`src/rtl/pett_pkg.sv`:
```
// Package for the periodic event timer table: sizes, operation and status
// codes, and the field types shared by the channel interfaces and the RTL.
// No dependencies.
`timescale 1ns / 1ps

package pett_pkg;

   localparam int SLOTS     = 8;
   localparam int SLOT_W    = $clog2(SLOTS);
   localparam int USED_W    = $clog2(SLOTS + 2);
   localparam int MAX_FIRES = 8;
   localparam int FIRES_W   = $clog2(MAX_FIRES + 1);
   localparam int IVAL_W    = 16;
   localparam int CSR_AW    = 2;
   localparam int CSR_DW    = 32;

   typedef logic [1:0]        op_type;
   typedef logic [1:0]        status_type;
   typedef logic [2:0]        slot_type;
   typedef logic [IVAL_W-1:0] ival_type;

   localparam op_type OP_REGISTER = 2'd0;
   localparam op_type OP_START    = 2'd1;
   localparam op_type OP_STOP     = 2'd2;
   localparam op_type OP_TICK     = 2'd3;

   localparam status_type ST_OK     = 2'd0;
   localparam status_type ST_RANGE  = 2'd1;
   localparam status_type ST_NOMEM  = 2'd2;
   localparam status_type ST_NOINIT = 2'd3;

endpackage

```
`src/rtl/pett_req_if.sv`:
```
// Request channel of the periodic event timer table: valid/ready handshake
// with the operation, interval and slot fields. Depends on pett_pkg.
`timescale 1ns / 1ps

interface pett_req_if;
   import pett_pkg::*;

   logic       valid;
   logic       ready;
   op_type     op;
   ival_type   interval_ticks;
   slot_type   slot_index;

   modport source (output valid, output op, output interval_ticks, output slot_index,
                   input ready);
   modport sink   (input valid, input op, input interval_ticks, input slot_index,
                   output ready);
endinterface

```
`src/rtl/pett_rsp_if.sv`:
```
// Response channel of the periodic event timer table: valid/ready handshake
// with status, slot, fired and last fields. Depends on pett_pkg.
`timescale 1ns / 1ps

interface pett_rsp_if;
   import pett_pkg::*;

   logic       valid;
   logic       ready;
   status_type status;
   slot_type   slot_out;
   logic       fired;
   logic       last;

   modport source (output valid, output status, output slot_out, output fired,
                   output last, input ready);
   modport sink   (input valid, input status, input slot_out, input fired,
                   input last, output ready);
endinterface

```
`src/rtl/periodic_event_timer_table_top.sv`:
```
// Top level of the periodic event timer table: request and response
// channels, slot memory, tick sequencer and configuration port.
// Depends on pett_pkg, pett_req_if, pett_rsp_if and pett_csr.
`timescale 1ns / 1ps

// Usage
// A request on req carries op (register, start, stop or tick), an interval
// and a slot index. Register, start and stop each give one response on rsp.
// A tick gives one response per slot that expired (up to eight), the final
// one marked by last; a tick with no expiry gives a single response with
// fired low. Register, start and stop pass through the execute state, which
// loads the response once the output register is free, and then return to
// idle. While the tick source runs, a tick visits each registered slot in
// turn: an enabled slot gets a memory read, then a check and write-back, a
// disabled one is skipped. One request is handled at a time; req.ready is
// high while the sequencer is idle, even while a response still waits in
// the output register. When the receiver stalls, the sequencer holds at the
// next response it must emit and resumes as soon as the output register is
// taken. The user must write the timer_ready register over the APB port
// only while idle; the block does not enforce it. Synchronous reset empties
// the table, clears every enable bit, halts the tick source and clears
// timer_ready; the slot memory needs no clearing.

module periodic_event_timer_table_top (
   input  logic                         clock,
   input  logic                         reset,
   pett_req_if.sink                     req,
   pett_rsp_if.source                   rsp,
   input  logic                         psel,
   input  logic                         penable,
   input  logic                         pwrite,
   input  logic [pett_pkg::CSR_AW-1:0]  paddr,
   input  logic [pett_pkg::CSR_DW-1:0]  pwdata,
   output logic [pett_pkg::CSR_DW-1:0]  prdata,
   output logic                         pready
);
   import pett_pkg::*;

   localparam logic [2:0] S_IDLE   = 3'd0;
   localparam logic [2:0] S_EXEC   = 3'd1;
   localparam logic [2:0] S_READ   = 3'd2;
   localparam logic [2:0] S_CHECK  = 3'd3;
   localparam logic [2:0] S_FINISH = 3'd4;

   localparam int MEM_W = 2 * IVAL_W;

   logic                 timer_ready;

   logic [2:0]           state_ff, state_in;
   op_type               op_ff, op_in;
   ival_type             interval_ff, interval_in;
   slot_type             slot_ff, slot_in;
   logic [USED_W-1:0]    idx_ff, idx_in;
   logic [FIRES_W-1:0]   fires_ff, fires_in;
   logic                 pend_v_ff, pend_v_in;
   logic [SLOT_W-1:0]    pend_slot_ff, pend_slot_in;
   logic [SLOTS-1:0]     enable_ff, enable_in;
   logic [USED_W-1:0]    used_ff, used_in;
   logic                 running_ff, running_in;

   logic                 rsp_valid_ff, rsp_valid_in;
   status_type           rsp_status_ff, rsp_status_in;
   slot_type             rsp_slot_ff, rsp_slot_in;
   logic                 rsp_fired_ff, rsp_fired_in;
   logic                 rsp_last_ff, rsp_last_in;

   logic [MEM_W-1:0]     slot_mem [SLOTS];
   logic [MEM_W-1:0]     rd_data_ff;
   logic                 mem_we;
   logic [SLOT_W-1:0]    mem_waddr;
   logic [MEM_W-1:0]     mem_wdata;
   logic                 mem_re;
   logic [SLOT_W-1:0]    mem_raddr;

   logic                 out_free;
   logic [USED_W-1:0]    limit;
   logic [SLOTS-1:0]     slot_bit;
   logic                 slot_ok;
   ival_type             cnt_inc;
   logic                 hit;
   logic                 report;

   pett_csr u_csr (
      .clock       (clock),
      .reset       (reset),
      .psel        (psel),
      .penable     (penable),
      .pwrite      (pwrite),
      .paddr       (paddr),
      .pwdata      (pwdata),
      .prdata      (prdata),
      .pready      (pready),
      .timer_ready (timer_ready)
   );

   assign out_free = !rsp_valid_ff || rsp.ready;
   assign limit    = (used_ff >= USED_W'(SLOTS)) ? USED_W'(SLOTS) : used_ff;
   assign slot_ok  = USED_W'(slot_ff) < USED_W'(SLOTS);
   assign slot_bit = SLOTS'(1) << slot_ff;

   // Memory word holds the period in the upper half and the counter below.
   assign cnt_inc = rd_data_ff[IVAL_W-1:0] + IVAL_W'(1);
   assign hit     = cnt_inc >= rd_data_ff[MEM_W-1:IVAL_W];
   assign report  = hit && (fires_ff < FIRES_W'(MAX_FIRES));

   always_comb begin
      state_in      = state_ff;
      op_in         = op_ff;
      interval_in   = interval_ff;
      slot_in       = slot_ff;
      idx_in        = idx_ff;
      fires_in      = fires_ff;
      pend_v_in     = pend_v_ff;
      pend_slot_in  = pend_slot_ff;
      enable_in     = enable_ff;
      used_in       = used_ff;
      running_in    = running_ff;
      rsp_valid_in  = rsp_valid_ff && !rsp.ready;
      rsp_status_in = rsp_status_ff;
      rsp_slot_in   = rsp_slot_ff;
      rsp_fired_in  = rsp_fired_ff;
      rsp_last_in   = rsp_last_ff;
      mem_we        = 1'b0;
      mem_waddr     = idx_ff[SLOT_W-1:0];
      mem_wdata     = {rd_data_ff[MEM_W-1:IVAL_W], IVAL_W'(0)};
      mem_re        = 1'b0;
      mem_raddr     = idx_ff[SLOT_W-1:0];

      case (state_ff)
         S_IDLE: begin
            if (req.valid) begin
               op_in       = req.op;
               interval_in = req.interval_ticks;
               slot_in     = req.slot_index;
               idx_in      = '0;
               fires_in    = '0;
               pend_v_in   = 1'b0;
               if (req.op != OP_TICK) begin
                  state_in = S_EXEC;
               end else if (running_ff) begin
                  state_in = S_READ;
               end else begin
                  state_in = S_FINISH;
               end
            end
         end

         S_EXEC: begin
            if (out_free) begin
               rsp_valid_in  = 1'b1;
               rsp_status_in = ST_OK;
               rsp_slot_in   = '0;
               rsp_fired_in  = 1'b0;
               rsp_last_in   = 1'b1;
               state_in      = S_IDLE;
               if (op_ff == OP_REGISTER) begin
                  if (interval_ff == '0) begin
                     rsp_status_in = ST_RANGE;
                  end else if (used_ff >= USED_W'(SLOTS)) begin
                     rsp_status_in = ST_NOMEM;
                     used_in       = USED_W'(SLOTS + 1);
                  end else begin
                     mem_we      = 1'b1;
                     mem_waddr   = used_ff[SLOT_W-1:0];
                     mem_wdata   = {interval_ff, IVAL_W'(0)};
                     rsp_slot_in = slot_type'(used_ff[SLOT_W-1:0]);
                     used_in     = used_ff + USED_W'(1);
                  end
               end else if (!timer_ready) begin
                  rsp_status_in = ST_NOINIT;
               end else if (op_ff == OP_START) begin
                  if (slot_ok) begin
                     enable_in = enable_ff | slot_bit;
                  end
                  running_in = 1'b1;
               end else begin
                  if (slot_ok) begin
                     enable_in = enable_ff & ~slot_bit;
                  end
                  if (enable_in == '0) begin
                     running_in = 1'b0;
                  end
               end
            end
         end

         S_READ: begin
            if (idx_ff >= limit) begin
               state_in = S_FINISH;
            end else if (enable_ff[idx_ff[SLOT_W-1:0]]) begin
               mem_re   = 1'b1;
               state_in = S_CHECK;
            end else begin
               idx_in = idx_ff + USED_W'(1);
            end
         end

         S_CHECK: begin
            // A held expiry is only pushed out once a newer one is known,
            // so that the final response of the tick can carry last.
            if (!(report && pend_v_ff && !out_free)) begin
               mem_we    = 1'b1;
               mem_wdata = {rd_data_ff[MEM_W-1:IVAL_W], hit ? IVAL_W'(0) : cnt_inc};
               if (report) begin
                  if (pend_v_ff) begin
                     rsp_valid_in  = 1'b1;
                     rsp_status_in = ST_OK;
                     rsp_slot_in   = slot_type'(pend_slot_ff);
                     rsp_fired_in  = 1'b1;
                     rsp_last_in   = 1'b0;
                  end
                  pend_v_in    = 1'b1;
                  pend_slot_in = idx_ff[SLOT_W-1:0];
                  fires_in     = fires_ff + FIRES_W'(1);
               end
               idx_in   = idx_ff + USED_W'(1);
               state_in = S_READ;
            end
         end

         S_FINISH: begin
            if (out_free) begin
               rsp_valid_in  = 1'b1;
               rsp_status_in = ST_OK;
               rsp_slot_in   = pend_v_ff ? slot_type'(pend_slot_ff) : '0;
               rsp_fired_in  = pend_v_ff;
               rsp_last_in   = 1'b1;
               state_in      = S_IDLE;
            end
         end

         default: begin
            state_in = S_IDLE;
         end
      endcase
   end

   always_ff @(posedge clock) begin
      if (reset) begin
         state_ff     <= S_IDLE;
         enable_ff    <= '0;
         used_ff      <= '0;
         running_ff   <= 1'b0;
         rsp_valid_ff <= 1'b0;
         pend_v_ff    <= 1'b0;
         fires_ff     <= '0;
         idx_ff       <= '0;
      end else begin
         state_ff     <= state_in;
         enable_ff    <= enable_in;
         used_ff      <= used_in;
         running_ff   <= running_in;
         rsp_valid_ff <= rsp_valid_in;
         pend_v_ff    <= pend_v_in;
         fires_ff     <= fires_in;
         idx_ff       <= idx_in;
      end
   end

   always_ff @(posedge clock) begin
      op_ff         <= op_in;
      interval_ff   <= interval_in;
      slot_ff       <= slot_in;
      pend_slot_ff  <= pend_slot_in;
      rsp_status_ff <= rsp_status_in;
      rsp_slot_ff   <= rsp_slot_in;
      rsp_fired_ff  <= rsp_fired_in;
      rsp_last_ff   <= rsp_last_in;
   end

   // Slot memory: one write port and one registered read port.
   always_ff @(posedge clock) begin
      if (mem_we) begin
         slot_mem[mem_waddr] <= mem_wdata;
      end
      if (mem_re) begin
         rd_data_ff <= slot_mem[mem_raddr];
      end
   end

   assign req.ready    = (state_ff == S_IDLE);
   assign rsp.valid    = rsp_valid_ff;
   assign rsp.status   = rsp_status_ff;
   assign rsp.slot_out = rsp_slot_ff;
   assign rsp.fired    = rsp_fired_ff;
   assign rsp.last     = rsp_last_ff;

`ifndef NO_ASSERTIONS
   a_used_bound: assert property (@(posedge clock) disable iff (reset)
      used_ff <= USED_W'(SLOTS + 1))
      else $error("slot count beyond saturation value");

   a_enable_runs: assert property (@(posedge clock) disable iff (reset)
      enable_ff != '0 |-> running_ff)
      else $error("enabled slot while tick source halted");

   a_fire_bound: assert property (@(posedge clock) disable iff (reset)
      fires_ff <= FIRES_W'(MAX_FIRES))
      else $error("too many expiries recorded for one tick");

   a_check_after_read: assert property (@(posedge clock) disable iff (reset)
      state_ff == S_CHECK && $past(state_ff) != S_CHECK |-> $past(state_ff) == S_READ)
      else $error("check state entered without a memory read");

   a_fired_ok: assert property (@(posedge clock) disable iff (reset)
      rsp_valid_ff && rsp_fired_ff |-> rsp_status_ff == ST_OK)
      else $error("fired response with an error status");
`endif

endmodule

```
`src/rtl/pett_csr.sv`:
```
// APB-style configuration register block holding the timer_ready bit.
// Depends on pett_pkg.
`timescale 1ns / 1ps

module pett_csr (
   input  logic                         clock,
   input  logic                         reset,
   input  logic                         psel,
   input  logic                         penable,
   input  logic                         pwrite,
   input  logic [pett_pkg::CSR_AW-1:0]  paddr,
   input  logic [pett_pkg::CSR_DW-1:0]  pwdata,
   output logic [pett_pkg::CSR_DW-1:0]  prdata,
   output logic                         pready,
   output logic                         timer_ready
);
   import pett_pkg::*;

   logic timer_ready_ff;
   logic timer_ready_in;
   logic wr_en;

   // The single register sits at byte address zero.
   assign wr_en = psel && penable && pwrite && (paddr == '0);

   always_comb begin
      timer_ready_in = timer_ready_ff;
      if (wr_en) begin
         timer_ready_in = pwdata[0];
      end
   end

   always_ff @(posedge clock) begin
      if (reset) begin
         timer_ready_ff <= 1'b0;
      end else begin
         timer_ready_ff <= timer_ready_in;
      end
   end

   assign pready      = 1'b1;
   assign prdata      = (paddr == '0) ? {{(CSR_DW-1){1'b0}}, timer_ready_ff} : '0;
   assign timer_ready = timer_ready_ff;

endmodule
```
`src/flat_wrapper.sv`:
```
// flat-port wrapper written by rule: the top's interface ports become plain ports
module periodic_event_timer_table_top_flat import pett_pkg::*;
  (clock, reset, psel, penable, pwrite, paddr, pwdata, prdata, pready, req_valid, req_op, req_interval_ticks, req_slot_index, req_ready, rsp_valid, rsp_status, rsp_slot_out, rsp_fired, rsp_last, rsp_ready);
  pett_req_if req_i ();
  pett_rsp_if rsp_i ();
  input  logic clock;
  input  logic reset;
  input  logic psel;
  input  logic penable;
  input  logic pwrite;
  input  logic [pett_pkg::CSR_AW-1:0] paddr;
  input  logic [pett_pkg::CSR_DW-1:0] pwdata;
  output logic [pett_pkg::CSR_DW-1:0] prdata;
  output logic pready;
  input wire logic [$bits(req_i.valid)-1:0] req_valid;
  input wire logic [$bits(req_i.op)-1:0] req_op;
  input wire logic [$bits(req_i.interval_ticks)-1:0] req_interval_ticks;
  input wire logic [$bits(req_i.slot_index)-1:0] req_slot_index;
  output wire logic [$bits(req_i.ready)-1:0] req_ready;
  output wire logic [$bits(rsp_i.valid)-1:0] rsp_valid;
  output wire logic [$bits(rsp_i.status)-1:0] rsp_status;
  output wire logic [$bits(rsp_i.slot_out)-1:0] rsp_slot_out;
  output wire logic [$bits(rsp_i.fired)-1:0] rsp_fired;
  output wire logic [$bits(rsp_i.last)-1:0] rsp_last;
  input wire logic [$bits(rsp_i.ready)-1:0] rsp_ready;
  assign req_i.valid = req_valid;
  assign req_i.op = req_op;
  assign req_i.interval_ticks = req_interval_ticks;
  assign req_i.slot_index = req_slot_index;
  assign req_ready = req_i.ready;
  assign rsp_valid = rsp_i.valid;
  assign rsp_status = rsp_i.status;
  assign rsp_slot_out = rsp_i.slot_out;
  assign rsp_fired = rsp_i.fired;
  assign rsp_last = rsp_i.last;
  assign rsp_i.ready = rsp_ready;
  periodic_event_timer_table_top u_core (.clock(clock), .reset(reset), .req(req_i), .rsp(rsp_i), .psel(psel), .penable(penable), .pwrite(pwrite), .paddr(paddr), .pwdata(pwdata), .prdata(prdata), .pready(pready));
endmodule
```
`config.mk`:
```
export PLATFORM = sky130hd
export DESIGN_NAME = periodic_event_timer_table_top_flat
export DESIGN_NICKNAME = d
export VERILOG_FILES = /design/src/rtl/pett_pkg.sv /design/src/rtl/pett_req_if.sv /design/src/rtl/pett_rsp_if.sv /design/src/rtl/periodic_event_timer_table_top.sv /design/src/rtl/pett_csr.sv /design/src/flat_wrapper.sv
export SDC_FILE = /design/constraint.sdc
export NUM_CORES = 1
export LEC_CHECK = 0
export BUFFER_PORTS_ARGS = -buffer_cell sky130_fd_sc_hd__buf_4
export CAP_MARGIN = 20
export CORE_MARGIN = 5
export CORE_UTILIZATION = 45
export CTS_CLUSTER_SIZE = 12
export DETAILED_ROUTE_END_ITERATION = 6
export GPL_TIMING_DRIVEN = 0
export PLACE_DENSITY_LB_ADDON = 0.1
export SLEW_MARGIN = 20
export SYNTH_ARGS = -nofsm -noshare
export SYNTH_HDL_FRONTEND = slang
export SYNTH_SLANG_ARGS = --single-unit
```
`constraint.sdc`:
```
create_clock -name clock -period 5.35 [get_ports clock]
set_clock_uncertainty 0.15 [all_clocks]
set_input_delay 0.2675 -clock clock [delete_from_list [all_inputs] [get_ports clock]]
set_output_delay 0.2675 -clock clock [all_outputs]
set_load 0.05 [all_outputs]
```
==> impl_metrics.toml <==
[grt]
grt_pass1_wl_um = 50000
grt_max_degree = 25
antenna_found_initial = 0
overflow = 0
grt.total_usage_pct = 18.5
grt_pass1_vias = 8156

[detailed_routing]
wl_met1_um = 15200
wl_met3_um = 1480
drt_pass1_iterations = 5
vias = 7992
detail-route-antenna-nets = 0
routed.top_layer = "met4"
route.detailed.drc = 0
dr_wl_met2_um = 15600
drtIter0Drc = 442
avgRoutedWirePerCell_um = 22.7
finalWirelength_um = 33100
vias_per_cell = 5.49

[critical_path]
cpLargestDelayFamily = "compound AO/OA/AOI/OAI gates"
critPathRequiredTime_ns = 5.48
reg2reg_slack_ns = 0.41
cpPeakStageDelay_ns = 0.62
critical_path_class = "register to register"
path_cells = "and4_1 -> nand4_1 -> nor4_1 -> xor2_1 -> ha_1 -> and4_1 -> nand4_1 -> a311oi_1 -> o31a_1 -> o31a_1 -> a21oi_4 -> buf_16 -> buf_16"
r2r-start = "u_core.rd_data_ff[2]"
cp-start-kind = "register"
path_max_fanout = 13
r2r-end = "u_core.slot_mem[0][21]"
rr_worst_depth = 13
cpMaxStageDelayCell = "a311oi_1"
critPathBufInv = 2
endpoint_kind = "register"
critPathArrivalTime_ns = 5.07

[place]
place.gp.congestion = 0.787
placed_cells = 1360
hpwl_um = 22400
placed_area_sq_um = 16000
port_buffers = 39

[timing]
fmax_mhz = 203
period_needed_ns = 4.94
slew_violations = 0
rsz0062_at_grt = "false"
worstMarginPinSlew_ns = 0.987
fin_crit_sh_pct = 92.3
setup_viol = 0
holdWs_ns = 0.103
finalHoldViolations = 0
slew-limit-headroom_pct = 33.5

[floorplan]
pin_count = 104
rows = 65
core_area_sq_um = 31700
fp.dieH_um = 190
initial_core_util_pct = 45.8
die_w_um = 190
die-area_sq_um = 36000

[cts]
cts_max_level = 2
ctsLongestPathBuffers = 3
cts_buffers = 39
clkTransAtPathRegs_ns = 0.06
clock-root-buffer = "clkbuf_16"
clk_latency_ns = 0.53
clkSinkCount = 346
cts_tree = "yes"
cts-resized-gates = 0

[pwr]
p_leak_nw = 5.98
ir_drop_uv = 241
power_density_nw_per_um2 = 326

[worst_hold_path]
hold_class = "input pin to register"
min_from = "req_valid"
min_path_cells = 4
hold-path-endpoint = "u_core.fires_ff[0]"

[outcome]
status = "complete, no violations"

[cells_and_area]
final_core_util_pct = 54.9
final_cell_mix = "edfxtp_1 (319), buf_4 (80), mux4_2 (66)"
final_nets = 1116
fin_area_sq_um = 17400
drive_gt1_share_pct = 26.1
diodes = 0
mostFrequentLayoutCell = "edfxtp_1"
finalNonFillerCells = 1456
area.growth.synth_to_final_pct = 19.8

[run]
maxCapViolations = 0

[synth]
yosysTopAreaCellShare_pct = 65.9
syn_area_per_cell_sq_um = 16.8
ys_seq_elements = 346
synth.distinct_cells = 59
synth-main-ff-cell = "edfxtp_1"
async_flop_share_pct = 0
ys_seq_area_share_pct = 69.6
yosys.area.top_type = "edfxtp_1"
netlist_top_cells_area = "edfxtp_1 (66%), mux4_2 (10%), dfxtp_1 (3.7%)"
syn_inst = 867
yosysWarnings = 0
syn-cell-area_sq_um = 14500
synth_enable_flop_cells = 319
[stage by stage]
stage	setup WS (ns)	setup TNS, ns	power (mW)
global route	0.136	0	5.87
global placement	-4.12	-814.31	3.28
floorplan	-0.336	-32.27	3.21
detailed placement	0.307	0	3.28
CTS	0.234	0	5.74
finish	0.414	0	5.67
[Yosys cell counts, drive strengths merged (6+ instances only)]
library cell	instances
nand3	17
nor2b	25
xnor2	9
mux4	66
a31oi	7
buf	46
mux2	33
nor2	33
o21ai	33
clkbuf	21
nand3b	6
nand4	10
nand2b	6
nor4	6
dfxtp	27
ha	25
a21oi	23
inv	30
nand2	44
edfxtp	319
[registers in the layout, indices dropped and copies added, names as in the netlist, 4 cells and up, named ones only]
register            count
u_core.rd_data_ff      32
u_core.idx_ff           4
u_core.used_ff          4
u_core.slot_mem       256
u_core.fires_ff         4
u_core.interval_ff     16
[worst max-delay path by stage]
| stage | startpoint | to | cells after the start |
|---|---|---|---|
| 5_1_grt | u_core.rd_data_ff[2] | u_core.slot_mem[2][19] | 13 |
| 3_5_place_dp | u_core.rd_data_ff[2] | u_core.slot_mem[1][18] | 13 |
| 6_report | u_core.rd_data_ff[2] | u_core.slot_mem[0][21] | 13 |
| 2_1_floorplan | u_core.rd_data_ff[2] | u_core.slot_mem[1][0] | 11 |
| 3_3_place_gp | u_core.rd_data_ff[2] | u_core.slot_mem[1][18] | 11 |
| 4_1_cts | u_core.rd_data_ff[2] | u_core.slot_mem[1][21] | 13 |
[repair_timing]
action,in CTS,in global routing
setup buffers,0,6
hold buffers,24,0
setup endpoints to repair,0,33
endpoints found under the hold margin,24,0
[logic make-up (layout without fill, tap and decap cells)]
kind of cell / Yosys count / count (layout) / synth area share, %
compound gates: 103 / 103 / 4.47
buf+inv: 97 / 254 / 3.42
flops: 346 / 346 / 69.6
fa+ha+maj: 25 / 25 / 2.15
simple gates: 176 / 176 / 6.34
xor+xnor: 14 / 14 / 0.843
other cells: 2 / 32 / 0.0516
mux: 104 / 104 / 13.1
[worst reg2reg max path, delay by kind of cell (launching register included)]
| family | cells | cell delay, ns |
|---|---|---|
| compound gates | 4 | 1.77 |
| xor+xnor | 1 | 0.35 |
| fa+ha+maj | 1 | 0.22 |
| buf+inv | 2 | 0.40 |
| flops | 1 | 0.47 |
| simple gates | 5 | 1.34 |
[metal layers]
layer  track usage (%)  vias up
li1                  -     3663
met1              27.1     4065
met2              29.3      211
met3              2.68       53
met4              4.98        0
met5                 0        -
[area by class of cell]
class | instances | area (sq um)
fill | 2532 | 14300
sequential | 346 | 10100
multi-input combinational | 454 | 4130
clock buffer | 50 | 1030
timing repair buffer | 91 | 1020
tap | 402 | 503
buffer | 67 | 387
clock inverter | 16 | 121
inverter | 30 | 113
[power by group]
part / internal (mW) / leakage [nW] / switching (mW) / total (mW)
Sequential: 2.95 / 3.21 / 0.0103 / 2.96
Combinational: 0.115 / 2.20 / 0.166 / 0.280
Clock: 1.40 / 0.558 / 1.03 / 2.44
Total: 4.46 / 5.98 / 1.21 / 5.67
No activity file was read; power rests on OpenSTA's default activity.
